### src/hdl/assert_macros.svh
// Assertion helpers shared by the RTL that checks itself.
`ifndef ASSERT_MACROS_SVH
`define ASSERT_MACROS_SVH

// Clocked check, quiet while reset is asserted.
`define ASSERT_CLK(label, clk, rst_n, prop, msg) \
  label: assert property (@(posedge clk) disable iff (!rst_n) prop) else $error(msg);

// Clocked implication, quiet while reset is asserted.
`define ASSERT_IMPL(label, clk, rst_n, ante, cons, msg) \
  label: assert property (@(posedge clk) disable iff (!rst_n) (ante) |-> (cons)) \
    else $error(msg);

`endif

### src/hdl/dcfr_pkg.sv
`timescale 1ns / 1ps
// ----------------------------------------------------------------------------
// dcfr_pkg
// Shared constants and types of the delimited command frame receiver.
// ----------------------------------------------------------------------------
package dcfr_pkg;

  localparam int FRAME_DEPTH_DEF = 32;

  localparam logic [7:0] HEAD_MARK = 8'h23;
  localparam logic [7:0] TAIL_MARK = 8'h21;

  localparam logic OP_BYTE = 1'b0;
  localparam logic OP_TAKE = 1'b1;

  localparam int IN_TDATA_W  = 16;
  localparam int OUT_TDATA_W = 8;
  localparam int OUT_TUSER_W = 3;

  typedef enum logic [1:0] {
    ST_NOT_READY = 2'd0,
    ST_REJECT    = 2'd1,
    ST_DELIVER   = 2'd2
  } take_status_t;

  typedef struct packed {
    take_status_t status;
    logic         has_byte;
    logic [7:0]   cmd_byte;
    logic         last;
  } res_t;

endpackage

### src/hdl/dcfr_ram.sv
`timescale 1ns / 1ps
// ----------------------------------------------------------------------------
// dcfr_ram
// Generic single-write, single-read RAM with registered read data.
// ----------------------------------------------------------------------------
module dcfr_ram #(
  parameter int WIDTH = 8,
  parameter int DEPTH = dcfr_pkg::FRAME_DEPTH_DEF
) (
  input  logic                     clk,
  input  logic                     we,
  input  logic [$clog2(DEPTH)-1:0] waddr,
  input  logic [WIDTH-1:0]         wdata,
  input  logic                     re,
  input  logic [$clog2(DEPTH)-1:0] raddr,
  output logic [WIDTH-1:0]         rdata
);

  logic [WIDTH-1:0] mem [DEPTH];

  always_ff @(posedge clk) begin
    if (we) begin
      mem[waddr] <= wdata;
    end
    if (re) begin
      rdata <= mem[raddr];
    end
  end

endmodule

### src/hdl/dcfr_queue.sv
`timescale 1ns / 1ps
// ----------------------------------------------------------------------------
// dcfr_queue
// Two-entry command queue between the classifying front and the delivery back.
// ----------------------------------------------------------------------------
module dcfr_queue #(
  parameter int WIDTH = 8
) (
  input  logic             clk,
  input  logic             rst_n,
  input  logic             push,
  input  logic [WIDTH-1:0] push_data,
  output logic             can_push,
  output logic             head_valid,
  output logic [WIDTH-1:0] head_data,
  input  logic             pop
);

  logic [1:0]       occ_r, occ_nxt;
  logic [WIDTH-1:0] ent0_r, ent1_r;

  assign can_push   = (occ_r != 2'd2);
  assign head_valid = (occ_r != 2'd0);
  assign head_data  = ent0_r;

  always_comb begin
    occ_nxt = occ_r;
    case ({push, pop})
      2'b10:   occ_nxt = occ_r + 2'd1;
      2'b01:   occ_nxt = occ_r - 2'd1;
      default: occ_nxt = occ_r;
    endcase
  end

  always_ff @(posedge clk) begin
    if (!rst_n) begin
      occ_r <= 2'd0;
    end else begin
      occ_r <= occ_nxt;
    end
  end

  always_ff @(posedge clk) begin
    case ({push, pop})
      2'b11: begin
        if (occ_r == 2'd1) begin
          ent0_r <= push_data;
        end else begin
          ent0_r <= ent1_r;
          ent1_r <= push_data;
        end
      end
      2'b01: ent0_r <= ent1_r;
      2'b10: begin
        if (occ_r == 2'd0) begin
          ent0_r <= push_data;
        end else begin
          ent1_r <= push_data;
        end
      end
      default: ;
    endcase
  end

endmodule

### src/hdl/dcfr_front.sv
`timescale 1ns / 1ps
// ----------------------------------------------------------------------------
// dcfr_front
// Accepts bytes and take requests, tracks the frame and writes the store,
// and queues one command per take request for the delivery back end.
// ----------------------------------------------------------------------------
module dcfr_front #(
  parameter int FRAME_DEPTH = dcfr_pkg::FRAME_DEPTH_DEF
) (
  input  logic                             clk,
  input  logic                             rst_n,
  input  logic                             in_valid,
  output logic                             in_ready,
  input  logic                             in_op,
  input  logic [7:0]                       in_byte,
  input  logic [7:0]                       in_room,
  input  logic                             release_i,
  output logic                             lock_o,
  input  logic                             q_ready,
  output logic                             q_push,
  output dcfr_pkg::take_status_t           q_status,
  output logic [$clog2(FRAME_DEPTH+1)-1:0] q_cnt,
  output logic                             we,
  output logic [$clog2(FRAME_DEPTH)-1:0]   waddr,
  output logic [7:0]                       wdata
);

  localparam int ADDR_W = $clog2(FRAME_DEPTH);
  localparam int CNT_W  = $clog2(FRAME_DEPTH + 1);
  localparam int CMP_W  = (CNT_W > 8) ? CNT_W : 8;

  typedef enum logic [2:0] {
    PH_WAIT = 3'b001,
    PH_RECV = 3'b010,
    PH_DONE = 3'b100
  } phase_t;

  phase_t           phase_r, phase_nxt;
  logic [CNT_W-1:0] fill_r, fill_nxt;
  logic             tail_ok_r, tail_ok_nxt;
  logic             lock_r, lock_nxt;
  logic             acc;
  logic             has_room;
  logic [CMP_W-1:0] fill_m1;
  logic [CMP_W-1:0] room_m1;
  logic [CMP_W-1:0] n_take;

  assign in_ready = q_ready && !lock_r;
  assign lock_o   = lock_r;
  assign acc      = in_valid && in_ready;
  assign has_room = (fill_r < CNT_W'(FRAME_DEPTH));
  assign fill_m1  = CMP_W'(fill_r) - CMP_W'(1);
  assign room_m1  = CMP_W'(in_room) - CMP_W'(1);
  assign n_take   = (room_m1 < fill_m1) ? room_m1 : fill_m1;

  always_comb begin
    phase_nxt   = phase_r;
    fill_nxt    = fill_r;
    tail_ok_nxt = tail_ok_r;
    lock_nxt    = lock_r;
    we          = 1'b0;
    waddr       = fill_r[ADDR_W-1:0];
    wdata       = in_byte;
    q_push      = 1'b0;
    q_status    = dcfr_pkg::ST_NOT_READY;
    q_cnt       = '0;

    if (release_i) begin
      lock_nxt = 1'b0;
    end

    if (acc && in_op == dcfr_pkg::OP_BYTE) begin
      unique case (phase_r)
        PH_RECV: begin
          if (in_byte == dcfr_pkg::TAIL_MARK) begin
            if (has_room) begin
              we          = 1'b1;
              fill_nxt    = fill_r + CNT_W'(1);
              tail_ok_nxt = 1'b1;
            end
            phase_nxt = PH_DONE;
          end else if (in_byte == dcfr_pkg::HEAD_MARK) begin
            we          = 1'b1;
            waddr       = '0;
            fill_nxt    = CNT_W'(1);
            tail_ok_nxt = 1'b0;
          end else if (has_room) begin
            we       = 1'b1;
            fill_nxt = fill_r + CNT_W'(1);
          end else begin
            phase_nxt = PH_WAIT;
          end
        end
        default: begin
          if (in_byte == dcfr_pkg::HEAD_MARK) begin
            we          = 1'b1;
            waddr       = '0;
            fill_nxt    = CNT_W'(1);
            tail_ok_nxt = 1'b0;
            phase_nxt   = PH_RECV;
          end
        end
      endcase
    end

    if (acc && in_op == dcfr_pkg::OP_TAKE) begin
      q_push = 1'b1;
      if (in_room == 8'd0 || phase_r != PH_DONE) begin
        q_status = dcfr_pkg::ST_NOT_READY;
      end else if (!tail_ok_r) begin
        q_status  = dcfr_pkg::ST_REJECT;
        phase_nxt = PH_WAIT;
        fill_nxt  = '0;
      end else begin
        q_status  = dcfr_pkg::ST_DELIVER;
        q_cnt     = n_take[CNT_W-1:0];
        phase_nxt = PH_WAIT;
        fill_nxt  = '0;
        if (n_take != '0) begin
          lock_nxt = 1'b1;
        end
      end
    end
  end

  always_ff @(posedge clk) begin
    if (!rst_n) begin
      phase_r   <= PH_WAIT;
      fill_r    <= '0;
      tail_ok_r <= 1'b0;
      lock_r    <= 1'b0;
    end else begin
      phase_r   <= phase_nxt;
      fill_r    <= fill_nxt;
      tail_ok_r <= tail_ok_nxt;
      lock_r    <= lock_nxt;
    end
  end

endmodule

### src/hdl/dcfr_back.sv
`timescale 1ns / 1ps
// ----------------------------------------------------------------------------
// dcfr_back
// Executes queued take commands: emits status-only results directly or reads
// the held frame into a two-entry output buffer, one byte per cycle if free.
// ----------------------------------------------------------------------------
module dcfr_back #(
  parameter int FRAME_DEPTH = dcfr_pkg::FRAME_DEPTH_DEF
) (
  input  logic                             clk,
  input  logic                             rst_n,
  input  logic                             cmd_valid,
  input  dcfr_pkg::take_status_t           cmd_status,
  input  logic [$clog2(FRAME_DEPTH+1)-1:0] cmd_cnt,
  output logic                             cmd_pop,
  output logic                             re,
  output logic [$clog2(FRAME_DEPTH)-1:0]   raddr,
  input  logic [7:0]                       rdata,
  output logic                             release_o,
  output logic                             res_valid,
  input  logic                             res_ready,
  output dcfr_pkg::res_t                   res
);

  localparam int ADDR_W = $clog2(FRAME_DEPTH);
  localparam int CNT_W  = $clog2(FRAME_DEPTH + 1);

  logic                  busy_r;
  logic [ADDR_W-1:0]     addr_r;
  logic [CNT_W-1:0]      rem_r;
  logic                  pend_r;
  logic                  pend_last_r;
  logic [1:0]            occ_r, occ_nxt;
  dcfr_pkg::res_t        ent0_r, ent1_r;
  logic                  pop;
  logic [2:0]            occ_after;
  logic                  can_issue;
  logic                  direct;
  logic                  load;
  logic                  push;
  dcfr_pkg::res_t        push_res;

  assign res_valid = (occ_r != 2'd0);
  assign res       = ent0_r;
  assign pop       = res_valid && res_ready;
  assign occ_after = 3'(occ_r) - 3'(pop);
  assign can_issue = (occ_after + 3'(pend_r)) < 3'd2;

  assign re        = busy_r && can_issue;
  assign raddr     = addr_r;
  assign release_o = re && (rem_r == CNT_W'(1));

  assign direct  = !busy_r && !pend_r && cmd_valid && (cmd_cnt == '0) && (occ_after < 3'd2);
  assign load    = !busy_r && cmd_valid && (cmd_cnt != '0);
  assign cmd_pop = direct || load;

  assign push = pend_r || direct;

  always_comb begin
    if (pend_r) begin
      push_res.status   = dcfr_pkg::ST_DELIVER;
      push_res.has_byte = 1'b1;
      push_res.cmd_byte = rdata;
      push_res.last     = pend_last_r;
    end else begin
      push_res.status   = cmd_status;
      push_res.has_byte = 1'b0;
      push_res.cmd_byte = 8'd0;
      push_res.last     = 1'b1;
    end
  end

  always_comb begin
    case ({push, pop})
      2'b10:   occ_nxt = occ_r + 2'd1;
      2'b01:   occ_nxt = occ_r - 2'd1;
      default: occ_nxt = occ_r;
    endcase
  end

  always_ff @(posedge clk) begin
    if (!rst_n) begin
      busy_r      <= 1'b0;
      pend_r      <= 1'b0;
      pend_last_r <= 1'b0;
      occ_r       <= 2'd0;
    end else begin
      occ_r       <= occ_nxt;
      pend_r      <= re;
      pend_last_r <= release_o;
      if (load) begin
        busy_r <= 1'b1;
      end else if (release_o) begin
        busy_r <= 1'b0;
      end
    end
  end

  always_ff @(posedge clk) begin
    if (load) begin
      addr_r <= '0;
      rem_r  <= cmd_cnt;
    end else if (re) begin
      addr_r <= addr_r + ADDR_W'(1);
      rem_r  <= rem_r - CNT_W'(1);
    end
  end

  always_ff @(posedge clk) begin
    case ({push, pop})
      2'b11: begin
        if (occ_r == 2'd1) begin
          ent0_r <= push_res;
        end else begin
          ent0_r <= ent1_r;
          ent1_r <= push_res;
        end
      end
      2'b01: ent0_r <= ent1_r;
      2'b10: begin
        if (occ_r == 2'd0) begin
          ent0_r <= push_res;
        end else begin
          ent1_r <= push_res;
        end
      end
      default: ;
    endcase
  end

endmodule

### src/hdl/delimited_command_frame_receiver.sv
`timescale 1ns / 1ps
// ----------------------------------------------------------------------------
// delimited_command_frame_receiver
// Captures one '#'...'!' command frame from serial bytes and hands it out on
// request as a stream of bytes with a last mark.
// ----------------------------------------------------------------------------
// A byte or a take request is accepted whenever the two-entry command queue
// has room; a byte gives no result, a take request gives one status result or
// a run of command bytes. A status result is registered in the command queue
// and then in the output buffer before it is ready. A run streams at one byte
// per cycle while the output buffer has room, set by the single read port of
// the frame store; its first byte passes the command queue, the command load,
// the store read and the output buffer. Input is held off from the take that
// starts a run until its last store read has been issued.
module delimited_command_frame_receiver #(
  parameter int FRAME_DEPTH = dcfr_pkg::FRAME_DEPTH_DEF
) (
  input  logic                                clk,
  input  logic                                rst_n,
  input  logic                                in_tvalid,
  output logic                                in_tready,
  // [7:0] rx_byte, [15:8] out_room
  input  logic [dcfr_pkg::IN_TDATA_W-1:0]     in_tdata,
  // [0] operation
  input  logic                                in_tuser,
  output logic                                out_tvalid,
  input  logic                                out_tready,
  // [7:0] cmd_byte
  output logic [dcfr_pkg::OUT_TDATA_W-1:0]    out_tdata,
  // [1:0] take_status, [2] has_byte
  output logic [dcfr_pkg::OUT_TUSER_W-1:0]    out_tuser,
  output logic                                out_tlast
);

`include "assert_macros.svh"

  localparam int ADDR_W = $clog2(FRAME_DEPTH);
  localparam int CNT_W  = $clog2(FRAME_DEPTH + 1);
  localparam int CMD_W  = 2 + CNT_W;

  logic                   q_ready;
  logic                   q_push;
  dcfr_pkg::take_status_t q_status;
  logic [CNT_W-1:0]       q_cnt;
  logic                   head_valid;
  logic [CMD_W-1:0]       head_data;
  logic                   cmd_pop;
  dcfr_pkg::take_status_t cmd_status;
  logic [CNT_W-1:0]       cmd_cnt;
  logic                   store_lock;
  logic                   back_release;
  logic                   ram_we;
  logic [ADDR_W-1:0]      ram_waddr;
  logic [7:0]             ram_wdata;
  logic                   ram_re;
  logic [ADDR_W-1:0]      ram_raddr;
  logic [7:0]             ram_rdata;
  dcfr_pkg::res_t         res;

  assign cmd_status = dcfr_pkg::take_status_t'(head_data[CMD_W-1 -: 2]);
  assign cmd_cnt    = head_data[CNT_W-1:0];

  dcfr_front #(.FRAME_DEPTH(FRAME_DEPTH)) u_front (
    .clk       (clk),
    .rst_n     (rst_n),
    .in_valid  (in_tvalid),
    .in_ready  (in_tready),
    .in_op     (in_tuser),
    .in_byte   (in_tdata[7:0]),
    .in_room   (in_tdata[15:8]),
    .release_i (back_release),
    .lock_o    (store_lock),
    .q_ready   (q_ready),
    .q_push    (q_push),
    .q_status  (q_status),
    .q_cnt     (q_cnt),
    .we        (ram_we),
    .waddr     (ram_waddr),
    .wdata     (ram_wdata)
  );

  dcfr_queue #(.WIDTH(CMD_W)) u_queue (
    .clk        (clk),
    .rst_n      (rst_n),
    .push       (q_push),
    .push_data  ({q_status, q_cnt}),
    .can_push   (q_ready),
    .head_valid (head_valid),
    .head_data  (head_data),
    .pop        (cmd_pop)
  );

  dcfr_ram #(.WIDTH(8), .DEPTH(FRAME_DEPTH)) u_store (
    .clk   (clk),
    .we    (ram_we),
    .waddr (ram_waddr),
    .wdata (ram_wdata),
    .re    (ram_re),
    .raddr (ram_raddr),
    .rdata (ram_rdata)
  );

  dcfr_back #(.FRAME_DEPTH(FRAME_DEPTH)) u_back (
    .clk        (clk),
    .rst_n      (rst_n),
    .cmd_valid  (head_valid),
    .cmd_status (cmd_status),
    .cmd_cnt    (cmd_cnt),
    .cmd_pop    (cmd_pop),
    .re         (ram_re),
    .raddr      (ram_raddr),
    .rdata      (ram_rdata),
    .release_o  (back_release),
    .res_valid  (out_tvalid),
    .res_ready  (out_tready),
    .res        (res)
  );

  assign out_tdata = res.cmd_byte;
  assign out_tuser = {res.has_byte, res.status};
  assign out_tlast = res.last;

  `ASSERT_IMPL(a_byte_is_delivery, clk, rst_n, out_tvalid && out_tuser[2],
    out_tuser[1:0] == dcfr_pkg::ST_DELIVER, "command byte without delivery status")
  `ASSERT_IMPL(a_status_only_is_last, clk, rst_n, out_tvalid && !out_tuser[2],
    out_tlast, "status-only result not marked last")
  `ASSERT_IMPL(a_release_under_lock, clk, rst_n, back_release, store_lock,
    "store released while not locked")
  `ASSERT_CLK(a_no_write_while_read, clk, rst_n, !(ram_we && ram_re),
    "frame store written while a delivery reads it")

endmodule

### config.mk
export PLATFORM = sky130hd
export DESIGN_NAME = delimited_command_frame_receiver
export DESIGN_NICKNAME = d
export VERILOG_FILES = /design/src/hdl/dcfr_pkg.sv /design/src/hdl/dcfr_ram.sv /design/src/hdl/dcfr_queue.sv /design/src/hdl/dcfr_front.sv /design/src/hdl/dcfr_back.sv /design/src/hdl/delimited_command_frame_receiver.sv
export VERILOG_INCLUDE_DIRS = /design/src /design/src/hdl
export SDC_FILE = /design/constraint.sdc
export NUM_CORES = 1
export LEC_CHECK = 0
export ABC_AREA = 0
export BUFFER_PORTS_ARGS = -buffer_cell sky130_fd_sc_hd__clkbuf_2
export CORE_MARGIN = 8
export CORE_UTILIZATION = 60
export DETAILED_ROUTE_END_ITERATION = 7
export PLACE_DENSITY = 0.85
export SYNTH_ARGS = -nofsm -noshare
export SYNTH_HDL_FRONTEND = slang
export SYNTH_HIERARCHICAL = 1
export SYNTH_SLANG_ARGS = --single-unit
### constraint.sdc
create_clock -name clk -period 8 [get_ports clk]
set_input_delay 0 -clock clk [delete_from_list [all_inputs] [get_ports clk]]
set_output_delay 0 -clock clk [all_outputs]
set_load 0.01 [all_outputs]
==> impl.org <==
** Final layout
- Post-layout nets :: 917
- # diodes :: 0
- Compared with the post-synthesis result, the final layout area differs by 10.1%.
- Counting the fill cells in the layout gives 1466.
- Of the cells placed in the final design, the portion with a size suffix greater than 1 is 0.228.

** Logic synthesis
- The number of different library cells used by synthesis comes to 66.
- Count of synthesis-stage warnings from yosys :: 6
- Top cells by area, synth :: edfxtp_1, mux4_2, dfxtp_1
- In the synthesized netlist the dominant register cell turns out to be edfxtp_1.
- Each instance of the synthesized netlist takes up on average 17.2 sq um.
- The commonest cells after synthesis are edfxtp_1, mux4_2, nor2_1.
- Gate count of the mapped netlist :: 833
- Area of the mapped netlist :: 0.0143 sq mm
- In this run, synthesis produced a sequential element count of 333.
- Number of enable-type register cells in the synthesized netlist :: 310
- Mapped Nets :: 880
- Post-synth ARST share :: 0
- The synthesized design spends more area on one cell type than any other, namely edfxtp_1.
- Yosys top cell area share :: 0.651
- Part of the Yosys area used for sequential elements :: 0.683
- In the post-synthesis netlist, the cell with the most instances is edfxtp_1.

** Hold path
- Counting instances, the worst hold path has a depth of 3.
- Tightest Hold Check Type :: primary input to flip-flop
- The worst hold path terminates at u_back/ent1_r[0].
- In this run the most critical hold path is launched from out_tready.

** Detailed routing
- Total via count after detailed routing :: 7532
- In the routed layout, each cell is associated on average with a via count of 6.20.
- Wirelength, routed :: 28000 um
- Drt wl/cell :: 23.1 um
- The first routing iteration left 641 violations.
- Number of iterations in the first detailed-routing pass :: 5
- Final routed DRC violation total :: 0
- Post-route ant nets :: 0

** Die
- Placement Rows :: 56
- Die Footprint :: 0.0290 sq mm
- The die is 170 um tall.
- Count of boundary I/O pins :: 35
- In this run the standard cell core region covers 0.0235 sq mm.
- In this run the horizontal extent of the chip is 170 um.
- Starting utilization of the core area :: 0.609

** Clocking
- The H-tree was split into 2 levels.
- TritonCTS built the clock tree.
- Clock root cell :: clkbuf_16
- The clock drives 333 sinks.
- In this run, CTS created clock tree buffers numbering 34.
- Clock insertion delay at the later pin of the skew report :: 0.51 ns
- Clock Path Buffers :: 3
- After clock tree synthesis, the clock-pin slew on the worst setup and hold paths is 0.06 ns.

** Worst setup path
- The startpoint identified for the worst register-to-register timing path is u_front/fill_r[0].
- CP Data Arrival Time :: 3.99 ns
- For the worst setup path, the data required time is 8.34 ns.
- Tracing the worst setup path back leads to its startpoint at u_front/fill_r[0].
- In this run the worst path has a maximum fanout of 13.
- Type of element launching the critical path :: flip-flop
- Slack of the worst reg-to-reg path :: 4.35 ns
- Counting cells, the worst reg-to-reg path comes to 12.
- WS Path Type :: flip-flop to flip-flop
- The worst register-to-register path ends at u_queue/head_data[1].
- Crit end category :: flip-flop

** STA
- Min cycle time layout :: 3.65 ns
- RSZ-0062 raised after global routing :: false
- Post-Route Skew :: 0.0130 ns
- Worst-margin pin slew :: 0.995 ns
- After routing, the total negative slack on setup checks comes to 0 ns.
- The worst pin sits at a relative slew slack of 0.337.
- The number of max-slew violations in the final report came to 0.
- Finish-stage setup viols :: 0
- Peak clock frequency supported by timing :: 274 MHz
- Final Hold Vio Count :: 0
- Of the available clock period, the critical path in the final layout requires 0.456.

** Global route
- The first global-routing pass estimated 43600 um of wire.
- Total routing usage reported by global routing :: 0.199
- Largest net degree at the start of global routing :: 68
- Vias in the first global route :: 7473
- Remaining global-route overflow :: 0
- The initial antenna violation count came to 0.

** Power and ir drop
- Overall Power :: 4.56 mW
- Power density of the placed cells :: 290 mW/mm^2
- VDD IR max :: 0.209 mV
- For this design the static power due to leakage is 5.15 nW.

** Job
- Number of max-cap violations :: 0

** Run status
- Run status :: finished, final reports clean

** Placed design
- IO Port Bufs :: 34
- Once detailed placement completed, the half-perimeter wirelength came to 17400 um.
- The congestion estimate from routability-driven global placement came to 0.840.
[where the power goes]
group / total (mW) / switching (mW) / leakage (nW) / internal (mW)
sequential: 2.20 / 0.105 / 3.00 / 2.09
clock: 1.46 / 0.621 / 0.511 / 0.835
combinational: 0.911 / 0.498 / 1.64 / 0.413
[area by class of cell]
cell class,count,area [sq um],area share
Tap cell,319,399,0.0253
Timing Repair Buffer,43,245,0.0156
Multi-Input combinational cell,434,4210,0.267
Inverter,24,90.1,0.00572
Clock buffer,46,906,0.0575
Clock inverter,16,121,0.00771
Sequential cell,333,9770,0.621
[logic make-up after synthesis]
group / Yosys count / share of synthesized area
xor+xnor: 24 / 0.0147
mux: 89 / 0.133
fa+ha+maj: 28 / 0.0243
compound gates: 88 / 0.0413
simple gates: 205 / 0.0812
buf+inv: 66 / 0.0227
flops: 333 / 0.683
[critical path, stage by stage, from the launching register on]
cell and delay [ns]:
dfxtp_1 0.44, inv_1 0.16, ha_1 0.25, xor2_1 0.25, inv_1 0.07, ha_1 0.29, a211oi_1 0.22, o21ai_0 0.13
a21oi_1 0.68, nor2b_1 0.10, a211oi_1 0.51, a22oi_1 0.17, a21oi_1 0.21
[placed cells by master, fill, tap and decap left out, types with 6 or more instances in the layout]
cell type,n
mux4_2,80
a22o_1,8
and2b_1,6
mux2_2,8
clkbuf_1,11
a21oi_1,29
nor2b_1,14
buf_4,6
a22oi_1,8
clkinv_2,10
edfxtp_1,310
dfxtp_1,21
and2_1,11
nor2_1,64
xnor2_1,10
nand3b_1,7
and3_1,7
clkbuf_2,34
nand3_1,11
clkbuf_16,34
ha_1,26
nand2b_1,7
nand2_1,29
xor2_1,14
o21ai_0,12
inv_1,23
nor3_1,9
a211oi_1,12
[flip-flops by register name, indices dropped and copies added (netlist names)]
signal / cells
u_back/busy_r: 1
u_back/ent1_r: 12
u_back/occ_r: 2
u_back/pend_last_r: 1
u_back/pend_r: 1
u_back/raddr: 5
u_back/rem_r: 6
u_back/res: 12
u_front/fill_r: 6
u_front/lock_o: 1
u_front/phase_r: 3
u_front/tail_ok_r: 1
u_queue/ent1_r: 8
u_queue/head_data: 8
u_queue/occ_r: 2
u_store/mem: 256
u_store/rdata: 8
[layer usage]
layer | track usage | vias to the layer above | share of wire
met3 | 0.0324 | 43 | 0.077
met4 | 0.0660 | 0 | 0.023
met2 | 0.332 | 312 | 0.50
met1 | 0.264 | 3829 | 0.40
met5 | 0 | - | 0
li1 | - | 3348 | -
[per-stage QoR]
stage                     hold slack (ns)  cells  utilization  worst slack [ns]  area, sq um
after global routing               0.0379   1215        0.671              4.11        15700
after floorplan                     0.117    833            -              5.05        14300
after CTS                          0.0173   1215        0.671              4.32        15700
after detailed placement            0.421   1150        0.626              4.35        14700
final                              0.0415   1215        0.671              4.35        15700
after global placement              0.422   1150        0.626              4.59        14700
[what timing repair did]
action                                 in CTS  in global routing
setup endpoints to repair                   0                  0
endpoints found under the hold margin      13                  0
buffers inserted                            0                  0
gates resized for setup                     0                  0
hold buffers                                3                  0
[how the worst max path moves through the flow]
stage                           endpoint  slack, ns  cells after the start
floorplan               u_back/ent1_r[0]       5.05                      8
global route        u_queue/head_data[1]       4.11                     12
CTS                 u_queue/head_data[1]       4.32                     12
detailed placement  u_queue/head_data[1]       4.35                     12
global placement    u_queue/head_data[1]       4.59                     12
finish              u_queue/head_data[1]       4.35                     12
No activity file was read; power rests on OpenSTA's default activity.
